File: src/design/lbsc_pkg.sv
// Shared constants, types and state codes for the line box-sum block.
package lbsc_pkg;

  localparam int MAX_RADIUS  = 31;
  localparam int SAMPLE_BITS = 16;
  localparam int STORE_DEPTH = 2 * MAX_RADIUS + 1;
  localparam int IDX_W       = $clog2(STORE_DEPTH);
  localparam int R_W         = $clog2(MAX_RADIUS + 1);
  localparam int SUM_W       = SAMPLE_BITS + $clog2(STORE_DEPTH);
  localparam int CFG_W       = 5;

  typedef logic signed [SAMPLE_BITS-1:0] sample_t;
  typedef logic signed [SUM_W-1:0]       sum_t;

  // Control broadcast along the row of delay cells.
  typedef struct packed {
    logic             fill;
    logic             shift;
    logic [IDX_W-1:0] entry;
    sample_t          sample;
  } line_ctl_t;

  typedef enum logic [1:0] {
    ST_RUN   = 2'b01,
    ST_FLUSH = 2'b10
  } state_t;

endpackage

File: src/design/lbsc_ifs.sv
// Valid/ready channel interfaces for the sample and sum words.
interface lbsc_in_if;
  logic                 valid;
  logic                 ready;
  lbsc_pkg::sample_t    sample;
  logic                 line_end;

  modport source (output valid, output sample, output line_end, input ready);
  modport sink   (input valid, input sample, input line_end, output ready);
endinterface

interface lbsc_out_if;
  logic                 valid;
  logic                 ready;
  lbsc_pkg::sum_t       window_sum;
  logic                 last_of_line;

  modport source (output valid, output window_sum, output last_of_line, input ready);
  modport sink   (input valid, input window_sum, input last_of_line, output ready);
endinterface

File: src/design/lbsc_cell.sv
// One delay cell: holds a sample and takes its neighbour's or a new one.
module lbsc_cell (
  input  logic                      clk,
  input  lbsc_pkg::line_ctl_t       ctl,
  input  logic [lbsc_pkg::IDX_W-1:0] idx,
  input  lbsc_pkg::sample_t         prev,
  output lbsc_pkg::sample_t         q
);

  always_ff @(posedge clk) begin
    if (ctl.fill) begin
      q <= ctl.sample;
    end else if (ctl.shift) begin
      // The new word enters at the cell that makes the line 2R+1 deep.
      q <= (ctl.entry == idx) ? ctl.sample : prev;
    end
  end

endmodule

File: src/design/lbsc_delay_line.sv
// Row of delay cells whose far end gives the word leaving the window.
module lbsc_delay_line (
  input  logic                clk,
  input  lbsc_pkg::line_ctl_t ctl,
  output lbsc_pkg::sample_t   tail
);

  lbsc_pkg::sample_t d [lbsc_pkg::STORE_DEPTH];

  for (genvar j = 0; j < lbsc_pkg::STORE_DEPTH; j++) begin : g_cell
    lbsc_pkg::sample_t prev;
    if (j == 0) begin : g_head
      assign prev = ctl.sample;
    end else begin : g_body
      assign prev = d[j-1];
    end
    lbsc_cell u_cell (
      .clk  (clk),
      .ctl  (ctl),
      .idx  (lbsc_pkg::IDX_W'(j)),
      .prev (prev),
      .q    (d[j])
    );
  end

  assign tail = d[lbsc_pkg::STORE_DEPTH-1];

endmodule

File: src/design/lbsc_accum.sv
// Running window total: preset to (2R+1) copies of the first sample, then add and drop.
module lbsc_accum (
  input  logic                     clk,
  input  logic                     fill,
  input  logic                     step,
  input  logic [lbsc_pkg::R_W-1:0] radius,
  input  lbsc_pkg::sample_t        push,
  input  lbsc_pkg::sample_t        drop,
  output lbsc_pkg::sum_t           total_next
);

  localparam int PROD_W = lbsc_pkg::SAMPLE_BITS + lbsc_pkg::R_W + 2;

  lbsc_pkg::sum_t              total;
  logic signed [lbsc_pkg::R_W+1:0] span;
  logic signed [PROD_W-1:0]    prod;

  always_comb begin
    span = $signed({1'b0, radius, 1'b1});
    prod = span * push;
    if (fill) begin
      total_next = lbsc_pkg::SUM_W'(prod);
    end else begin
      total_next = total + lbsc_pkg::SUM_W'(push) - lbsc_pkg::SUM_W'(drop);
    end
  end

  always_ff @(posedge clk) begin
    if (step) begin
      total <= total_next;
    end
  end

endmodule

File: src/design/line_box_sum_clamped_edges.sv
// Top level of the streaming line box sum with replicated borders.
//
// Samples of one grid line arrive on the samples channel, one word per
// handshake, with line_end set on the last one. For each position the block
// returns on the sums channel the sum of the 2R+1 samples centred there, the
// first and last samples standing in past the ends of the line.
// Radius R is written through cfg_we/cfg_wdata and is latched at the first
// sample of each line; values above the maximum are used as the maximum.
// Within a line a sample is taken every cycle unless the receiver stalls. The
// sum for position p leaves on the cycle after sample p+R is taken. The last
// sample of a line starts a flush of R further steps during which the samples
// channel is not ready; each flush step gives one result, except that a line of
// L <= R samples gives none in its first R-L flush steps. With R = 0 there is no
// flush. The flush length is set by the radius latched for the line; the row of
// delay cells takes one word per cycle while the pipeline advances.
// A single output register holds each result; while the receiver stalls, the
// whole pipeline holds and samples is not ready.
// Reset (rst, synchronous) empties the output, restarts at the first sample
// of a line and sets the radius to 1.
module line_box_sum_clamped_edges (
  input  logic                       clk,
  input  logic                       rst,
  input  logic                       cfg_we,
  input  logic [lbsc_pkg::CFG_W-1:0] cfg_wdata,
  lbsc_in_if.sink                    samples,
  lbsc_out_if.source                 sums
);

  localparam int R_W = lbsc_pkg::R_W;

  lbsc_pkg::state_t    state, state_next;
  logic [lbsc_pkg::CFG_W-1:0] radius;
  logic [R_W-1:0]      line_radius;
  logic [R_W-1:0]      pos, pos_next, pos_inc;
  logic [R_W-1:0]      flush_cnt, flush_cnt_next;
  lbsc_pkg::sample_t   last_sample;
  logic                out_valid;
  lbsc_pkg::sum_t      out_sum;
  logic                out_last;

  logic                can_emit, take, flush_step, advance, line_start;
  logic                emit, emit_last;
  logic [R_W-1:0]      radius_clamped, r_use;
  lbsc_pkg::sample_t   push, tail;
  lbsc_pkg::sum_t      total_next;
  lbsc_pkg::line_ctl_t ctl;

  always_comb begin
    if (int'(radius) > lbsc_pkg::MAX_RADIUS) begin
      radius_clamped = R_W'(lbsc_pkg::MAX_RADIUS);
    end else begin
      radius_clamped = R_W'(radius);
    end
    can_emit   = !out_valid || sums.ready;
    take       = (state == lbsc_pkg::ST_RUN) && samples.valid && can_emit;
    flush_step = (state == lbsc_pkg::ST_FLUSH) && can_emit;
    advance    = take || flush_step;
    line_start = take && (pos == '0);
    r_use      = line_start ? radius_clamped : line_radius;
    // During the flush the last sample is pushed again as the border.
    push       = (state == lbsc_pkg::ST_RUN) ? samples.sample : last_sample;
    emit       = advance && (pos >= r_use);
    emit_last  = (state == lbsc_pkg::ST_RUN) ? (samples.line_end && (r_use == '0))
                                             : (flush_cnt == R_W'(1));
    pos_inc    = (pos == R_W'(lbsc_pkg::MAX_RADIUS)) ? pos : pos + R_W'(1);

    ctl.fill   = line_start;
    ctl.shift  = advance;
    ctl.entry  = lbsc_pkg::IDX_W'(lbsc_pkg::STORE_DEPTH - 1) - lbsc_pkg::IDX_W'({r_use, 1'b0});
    ctl.sample = push;
  end

  always_comb begin
    state_next     = state;
    pos_next       = pos;
    flush_cnt_next = flush_cnt;
    unique case (state)
      lbsc_pkg::ST_RUN: begin
        if (take) begin
          if (samples.line_end && (r_use == '0)) begin
            pos_next = '0;
          end else if (samples.line_end) begin
            state_next     = lbsc_pkg::ST_FLUSH;
            flush_cnt_next = r_use;
            pos_next       = pos_inc;
          end else begin
            pos_next = pos_inc;
          end
        end
      end
      lbsc_pkg::ST_FLUSH: begin
        if (flush_step) begin
          flush_cnt_next = flush_cnt - R_W'(1);
          if (flush_cnt == R_W'(1)) begin
            state_next = lbsc_pkg::ST_RUN;
            pos_next   = '0;
          end else begin
            pos_next = pos_inc;
          end
        end
      end
      default: begin
        state_next = lbsc_pkg::ST_RUN;
      end
    endcase
  end

  always_ff @(posedge clk) begin
    if (rst) begin
      state       <= lbsc_pkg::ST_RUN;
      pos         <= '0;
      flush_cnt   <= '0;
      radius      <= lbsc_pkg::CFG_W'(1);
      line_radius <= R_W'(1);
      out_valid   <= 1'b0;
    end else begin
      state     <= state_next;
      pos       <= pos_next;
      flush_cnt <= flush_cnt_next;
      if (cfg_we) begin
        radius <= cfg_wdata;
      end
      if (line_start) begin
        line_radius <= radius_clamped;
      end
      if (emit) begin
        out_valid <= 1'b1;
      end else if (sums.ready) begin
        out_valid <= 1'b0;
      end
    end
  end

  always_ff @(posedge clk) begin
    if (take && samples.line_end) begin
      last_sample <= samples.sample;
    end
    if (emit) begin
      out_sum  <= total_next;
      out_last <= emit_last;
    end
  end

  lbsc_delay_line u_line (
    .clk  (clk),
    .ctl  (ctl),
    .tail (tail)
  );

  lbsc_accum u_accum (
    .clk        (clk),
    .fill       (line_start),
    .step       (advance),
    .radius     (r_use),
    .push       (push),
    .drop       (tail),
    .total_next (total_next)
  );

  assign samples.ready     = (state == lbsc_pkg::ST_RUN) && can_emit;
  assign sums.valid        = out_valid;
  assign sums.window_sum   = out_sum;
  assign sums.last_of_line = out_last;

  // A result is only written into a free or departing output register.
  a_no_overwrite: assert property (@(posedge clk) disable iff (rst)
    emit |-> can_emit)
    else $error("result written over one not yet taken");

  // The flush always has steps left while it is under way.
  a_flush_nonzero: assert property (@(posedge clk) disable iff (rst)
    (state == lbsc_pkg::ST_FLUSH) |-> (flush_cnt != '0))
    else $error("flush state with no steps left");

  // Ending a line returns the position to the start.
  a_line_restart: assert property (@(posedge clk) disable iff (rst)
    (emit && emit_last) |=> (pos == '0) && (state == lbsc_pkg::ST_RUN))
    else $error("line did not restart after its final result");

  // The radius in use changes only at the first sample of a line.
  a_radius_held: assert property (@(posedge clk) disable iff (rst)
    !line_start |=> $stable(line_radius))
    else $error("line radius changed mid-line");

  // The final flush step of a line always produces a result.
  a_flush_emits: assert property (@(posedge clk) disable iff (rst)
    (flush_step && (flush_cnt == R_W'(1))) |-> emit)
    else $error("final flush step gave no result");

endmodule
File: src/flat_wrapper.sv
// flat-port wrapper written by rule: the top's interface ports become plain ports
module line_box_sum_clamped_edges_flat 
  (clk, rst, cfg_we, cfg_wdata, samples_valid, samples_sample, samples_line_end, samples_ready, sums_valid, sums_window_sum, sums_last_of_line, sums_ready);
  lbsc_in_if samples_i ();
  lbsc_out_if sums_i ();
  input  logic clk;
  input  logic rst;
  input  logic cfg_we;
  input  logic [lbsc_pkg::CFG_W-1:0] cfg_wdata;
  input wire logic [$bits(samples_i.valid)-1:0] samples_valid;
  input wire logic [$bits(samples_i.sample)-1:0] samples_sample;
  input wire logic [$bits(samples_i.line_end)-1:0] samples_line_end;
  output wire logic [$bits(samples_i.ready)-1:0] samples_ready;
  output wire logic [$bits(sums_i.valid)-1:0] sums_valid;
  output wire logic [$bits(sums_i.window_sum)-1:0] sums_window_sum;
  output wire logic [$bits(sums_i.last_of_line)-1:0] sums_last_of_line;
  input wire logic [$bits(sums_i.ready)-1:0] sums_ready;
  assign samples_i.valid = samples_valid;
  assign samples_i.sample = samples_sample;
  assign samples_i.line_end = samples_line_end;
  assign samples_ready = samples_i.ready;
  assign sums_valid = sums_i.valid;
  assign sums_window_sum = sums_i.window_sum;
  assign sums_last_of_line = sums_i.last_of_line;
  assign sums_i.ready = sums_ready;
  line_box_sum_clamped_edges u_core (.clk(clk), .rst(rst), .cfg_we(cfg_we), .cfg_wdata(cfg_wdata), .samples(samples_i), .sums(sums_i));
endmodule
File: config.mk
export PLATFORM = sky130hd
export DESIGN_NAME = line_box_sum_clamped_edges_flat
export DESIGN_NICKNAME = d
export VERILOG_FILES = /design/src/design/lbsc_pkg.sv /design/src/design/lbsc_ifs.sv /design/src/design/lbsc_cell.sv /design/src/design/lbsc_delay_line.sv /design/src/design/lbsc_accum.sv /design/src/design/line_box_sum_clamped_edges.sv /design/src/flat_wrapper.sv
export SDC_FILE = /design/constraint.sdc
export NUM_CORES = 2
export LEC_CHECK = 0
export ABC_CLOCK_PERIOD_IN_PS = 104400
export BUFFER_PORTS_ARGS = -buffer_cell sky130_fd_sc_hd__buf_2
export CORE_AREA = 2 2 330 332
export CTS_CLUSTER_DIAMETER = 60
export DETAILED_ROUTE_END_ITERATION = 16
export DIE_AREA = 0 0 332 334
export HOLD_SLACK_MARGIN = 0.1
export PLACE_DENSITY_LB_ADDON = 0.12
export SLEW_MARGIN = 20
export SYNTH_ARGS = -nofsm -noshare
export SYNTH_HDL_FRONTEND = slang
export SYNTH_SLANG_ARGS = --single-unit
File: constraint.sdc
create_clock -name clk -period 104.4 [get_ports clk]
set_input_delay 26.1 -clock clk [delete_from_list [all_inputs] [get_ports clk]]
set_output_delay 26.1 -clock clk [all_outputs]
set_load 0.1 [all_outputs]
==> flow_summary_export.csv <==
group,metric,value,unit
final_layout,insertedDiodeCount,0,
synth,ys.flop_type,"edfxtp_1",
final_layout,layout.nets,3871,
synth,mappedNetlistArea,0.0481,mm2
drt,wl_per_cell,21.1,um
sta,finalWorstPathRequiredPeriod,53.34,ns
sta,slew_violations,0,
drt,per_cell_via_count_in_the_routed_design,5.52,
synth,synth_seq_area_share,67.8,%
final_layout,final_core_util,49.9,%
critical_path,critPathMaxFanout,7,
critical_path,reg2reg_setup_slack,96.53,ns
synth,postSynth.asyncResetShare,0,%
sta,period_share,51.1,%
power,power_per_cell_area,32.9,mW/mm2
synth,postSynthRegisterBits,1092,
drt,firstDrtPassIters,5,
global_route,grt_first_pass_wirelength,169,mm
critical_path,worst_setup_path_start_kind,"primary input",
critical_path,crit_family,"simple AND/OR/NAND/NOR gates",
clocking,ctsResizeCount,0,
drt,drc_errors,0,
clocking,clock_tree.root_cell,"clkbuf_16",
clocking,cts.sink_count,1092,
synth,leading_area_contributor_after_synthesis,"edfxtp_1",
global_route,grt_total_ovfl,0,
sta,setup_ws,51.06,ns
drt,route.final.wire_length,110,mm
clocking,max-clock-path-buffers,3,
floorplanning,fp.dieH,334,um
synth,synth-warning-count,0,
global_route,antenna_found_initial,0,
power,power.static_leakage,18.9,nW
critical_path,critical_path_class,"in2out",
sta,final-setup-viol-count,0,
final_layout,final_layout_size_suffix_gt1_share,9.82,%
final_layout,flow.area_growth_from_synthesis,11.9,%
final_layout,final_cell_mix,"1069 x edfxtp_1, 618 x nor2_1, 528 x a21oi_1",
global_route,maximum_number_of_pins_on_one_net_before_global_route_repair,180,
synth,synthesis.instances,3711,
sta,hold_violations,0,
placed_design,dpl_worst_slack,51.06,ns
floorplanning,top_level_ports,52,
sta,finalSetupTns,0,ns
placed_design,number_of_input_and_output_port_buffers_inserted,51,
critical_path,worst_path_max_delay_cell,"buf_2",
drt,vias,28700,
sta,slew-limit-headroom,26.7,%
global_route,via_count_of_the_first_global_routing_pass,27900,
critical_path,critical-path-max-stage-delay,0.48,ns
min_path,hold_path.class,"reg2reg",
drt,drt_iter0_drc,2467,
synth,yosys-top-cells-area,"edfxtp_1 67%, o21a_1 7.9%, a21oi_1 5.5%",
run_status,status,"complete, no violations",
global_route,global_route.usage.met2,30.7,%
sta,clock_skew,0.0217,ns
critical_path,crit_arrival,27.24,ns
sta,tightestPinTransition,1.10,ns
sta,grt_setup_unrepaired,"false",
clocking,cts_hold_repair.buffers,0,
critical_path,path_cells,"buf_2, and2b_1, nor2_1, buf_2",
floorplanning,width_of_the_chip,332,um
synth,syn_nets,3900,
clocking,post-cts-setup-buffer-count,0,
final_layout,multi_input_logic_area,0.0142,mm2
synth,synth-edff-count,1069,
critical_path,worstPathBufferInverterCount,2,
floorplanning,initial_core_util,44.6,%
global_route,busiest_layer,"met2",
global_route,grt_util_met3,2.82,%
sta,max_freq,18.7,MHz
final_layout,fin_cells,5193,
final_layout,ff_latch_area,0.0326,mm2
global_route,gr-usage-all-layers,19.7,%
final_layout,n_fill_cell,9598,
clocking,cts.reportedPaths.clkPinSlew,0.06,ns
placed_design,gp_routability_congestion,0.804,
critical_path,crit_top_cell,"buf_2",
clocking,worstSkewPairLatency,0.70,ns
synth,synth.top_cell.area_share,66.8,%
placed_design,dp.final_hpwl,60.0,mm
clocking,clock_tree_from_tritoncts,"done",
floorplanning,row_count,121,
global_route,use_met1,29.3,%
floorplanning,core_area,0.108,mm2
synth,netlist-cell-type-count,61,
power,vdd_drop_max,0.0172,mV
critical_path,cp-end-kind,"output pin",
critical_path,worstPathRequired,78.30,ns
flow_run,max_cap_viol_count,0,
synth,synth.avg_cell_area,12.9,um2
final_layout,most_common_library_cell_in_the_layout_ignoring_fill_and_taps,"edfxtp_1",
clocking,clock_buffers_created_by_tritoncts,116,
drt,route.antenna.remaining_nets,0,
clocking,cts-htree-levels,3,
floorplanning,die_area,0.111,mm2
placed_design,numPlacedInstances,4978,
-- cells by family (layout without fill, tap and decap cells) --
| kind of cell | after synthesis | after routing | synth area share [%] |
|---|---|---|---|
| AO/OA/AOI/OAI | 1166 | 1166 | 15.2 |
| XOR/XNOR | 37 | 37 | 0.674 |
| adder cells (fa/ha/maj) | 162 | 162 | 5.56 |
| buffers and inverters | 468 | 536 | 3.82 |
| flip-flops | 1092 | 1092 | 67.8 |
| multiplexers | 30 | 30 | 0.646 |
| AND/OR/NAND/NOR | 756 | 756 | 6.31 |
-- flip-flops by register name, indices dropped and copies added (netlist names) --
name                           count
u_core.sums.window_sum            22
u_core.line_radius                 5
u_core.radius                      5
u_core.u_accum.total              22
u_core.sums.valid                  1
u_core.pos                         5
u_core.u_line.g_cell.u_cell.q   1008
u_core.state                       2
u_core.flush_cnt                   5
u_core.sums.last_of_line           1
u_core.last_sample                16
-- worst reg2reg max path, delay by kind of cell (launching register included) --
family / cells / cell delay (ns)
DFF: 1 / 0.31
xor gates and xnor gates: 1 / 0.14
buffers and inverters: 8 / 1.32
adders and majority gates: 6 / 2.48
AOI/OAI and AO/OA: 5 / 1.80
muxes: 1 / 0.44
and+or+nand+nor: 3 / 1.14
-- routing by layer --
layer | wire length [um] | vias to the layer above | share of wire [%]
met1 | 53400 | 14800 | 49
li1 | - | 13300 | -
met3 | 4410 | 125 | 4.0
met4 | 2030 | 0 | 1.8
met5 | 0 | - | 0
met2 | 49800 | 504 | 45
-- metrics by stage --
stage               cell area [um2]  total power [W]  hold WS [ns]
floorplan                     48100          0.00137         0.460
global placement              50200          0.00138         0.508
detailed placement            50200          0.00139         0.509
CTS                           53800          0.00179         0.518
global route                  53800          0.00188         0.542
finish                        53800          0.00177         0.514
-- cell usage after synthesis (6+ instances only) --
cell,number
o21ai_0,36
dfxtp_1,23
nand3_1,12
a211oi_1,8
nor2b_1,6
nor2_1,618
ha_1,76
a21oi_1,530
fa_1,86
o21a_1,508
a21o_1,13
clkbuf_1,217
nand2_1,62
o21ai_1,25
edfxtp_1,1069
inv_1,177
xor2_1,15
o31ai_1,7
xnor2_1,22
buf_2,59
nand2b_1,12
mux2i_1,27
and3_1,7
nor3_1,11
or3_1,9
buf_1,11
-- path summary, 6_finish.rpt --
check	start	end	cells after the start
setup / recovery	sums_ready	samples_ready	4
hold / removal	u_core.state[1]	u_core.state[1]	2
setup reg to reg	u_core.state[1]	u_core.sums.window_sum[20]	24
hold reg to reg	u_core.state[1]	u_core.state[1]	2
-- where the power goes --
part | switching (W) | internal, W | leakage, nW
Combinational | 0.000410 | 0.000220 | 6.85
Clock | 0.000173 | 0.000222 | 1.76
Sequential | 0.0000382 | 0.000707 | 10.3
Total | 0.000621 | 0.00115 | 18.9
-- cell type report --
class	instances	area share, %
clock buffer	145	5.68
clock inverter	70	0.996
inverter	180	1.26
multi-input combinational	2151	26.4
sequential	1092	60.5
tap	1414	3.29
timing repair buffer	141	1.80
Note: power is estimated with default switching activity, not from simulation.
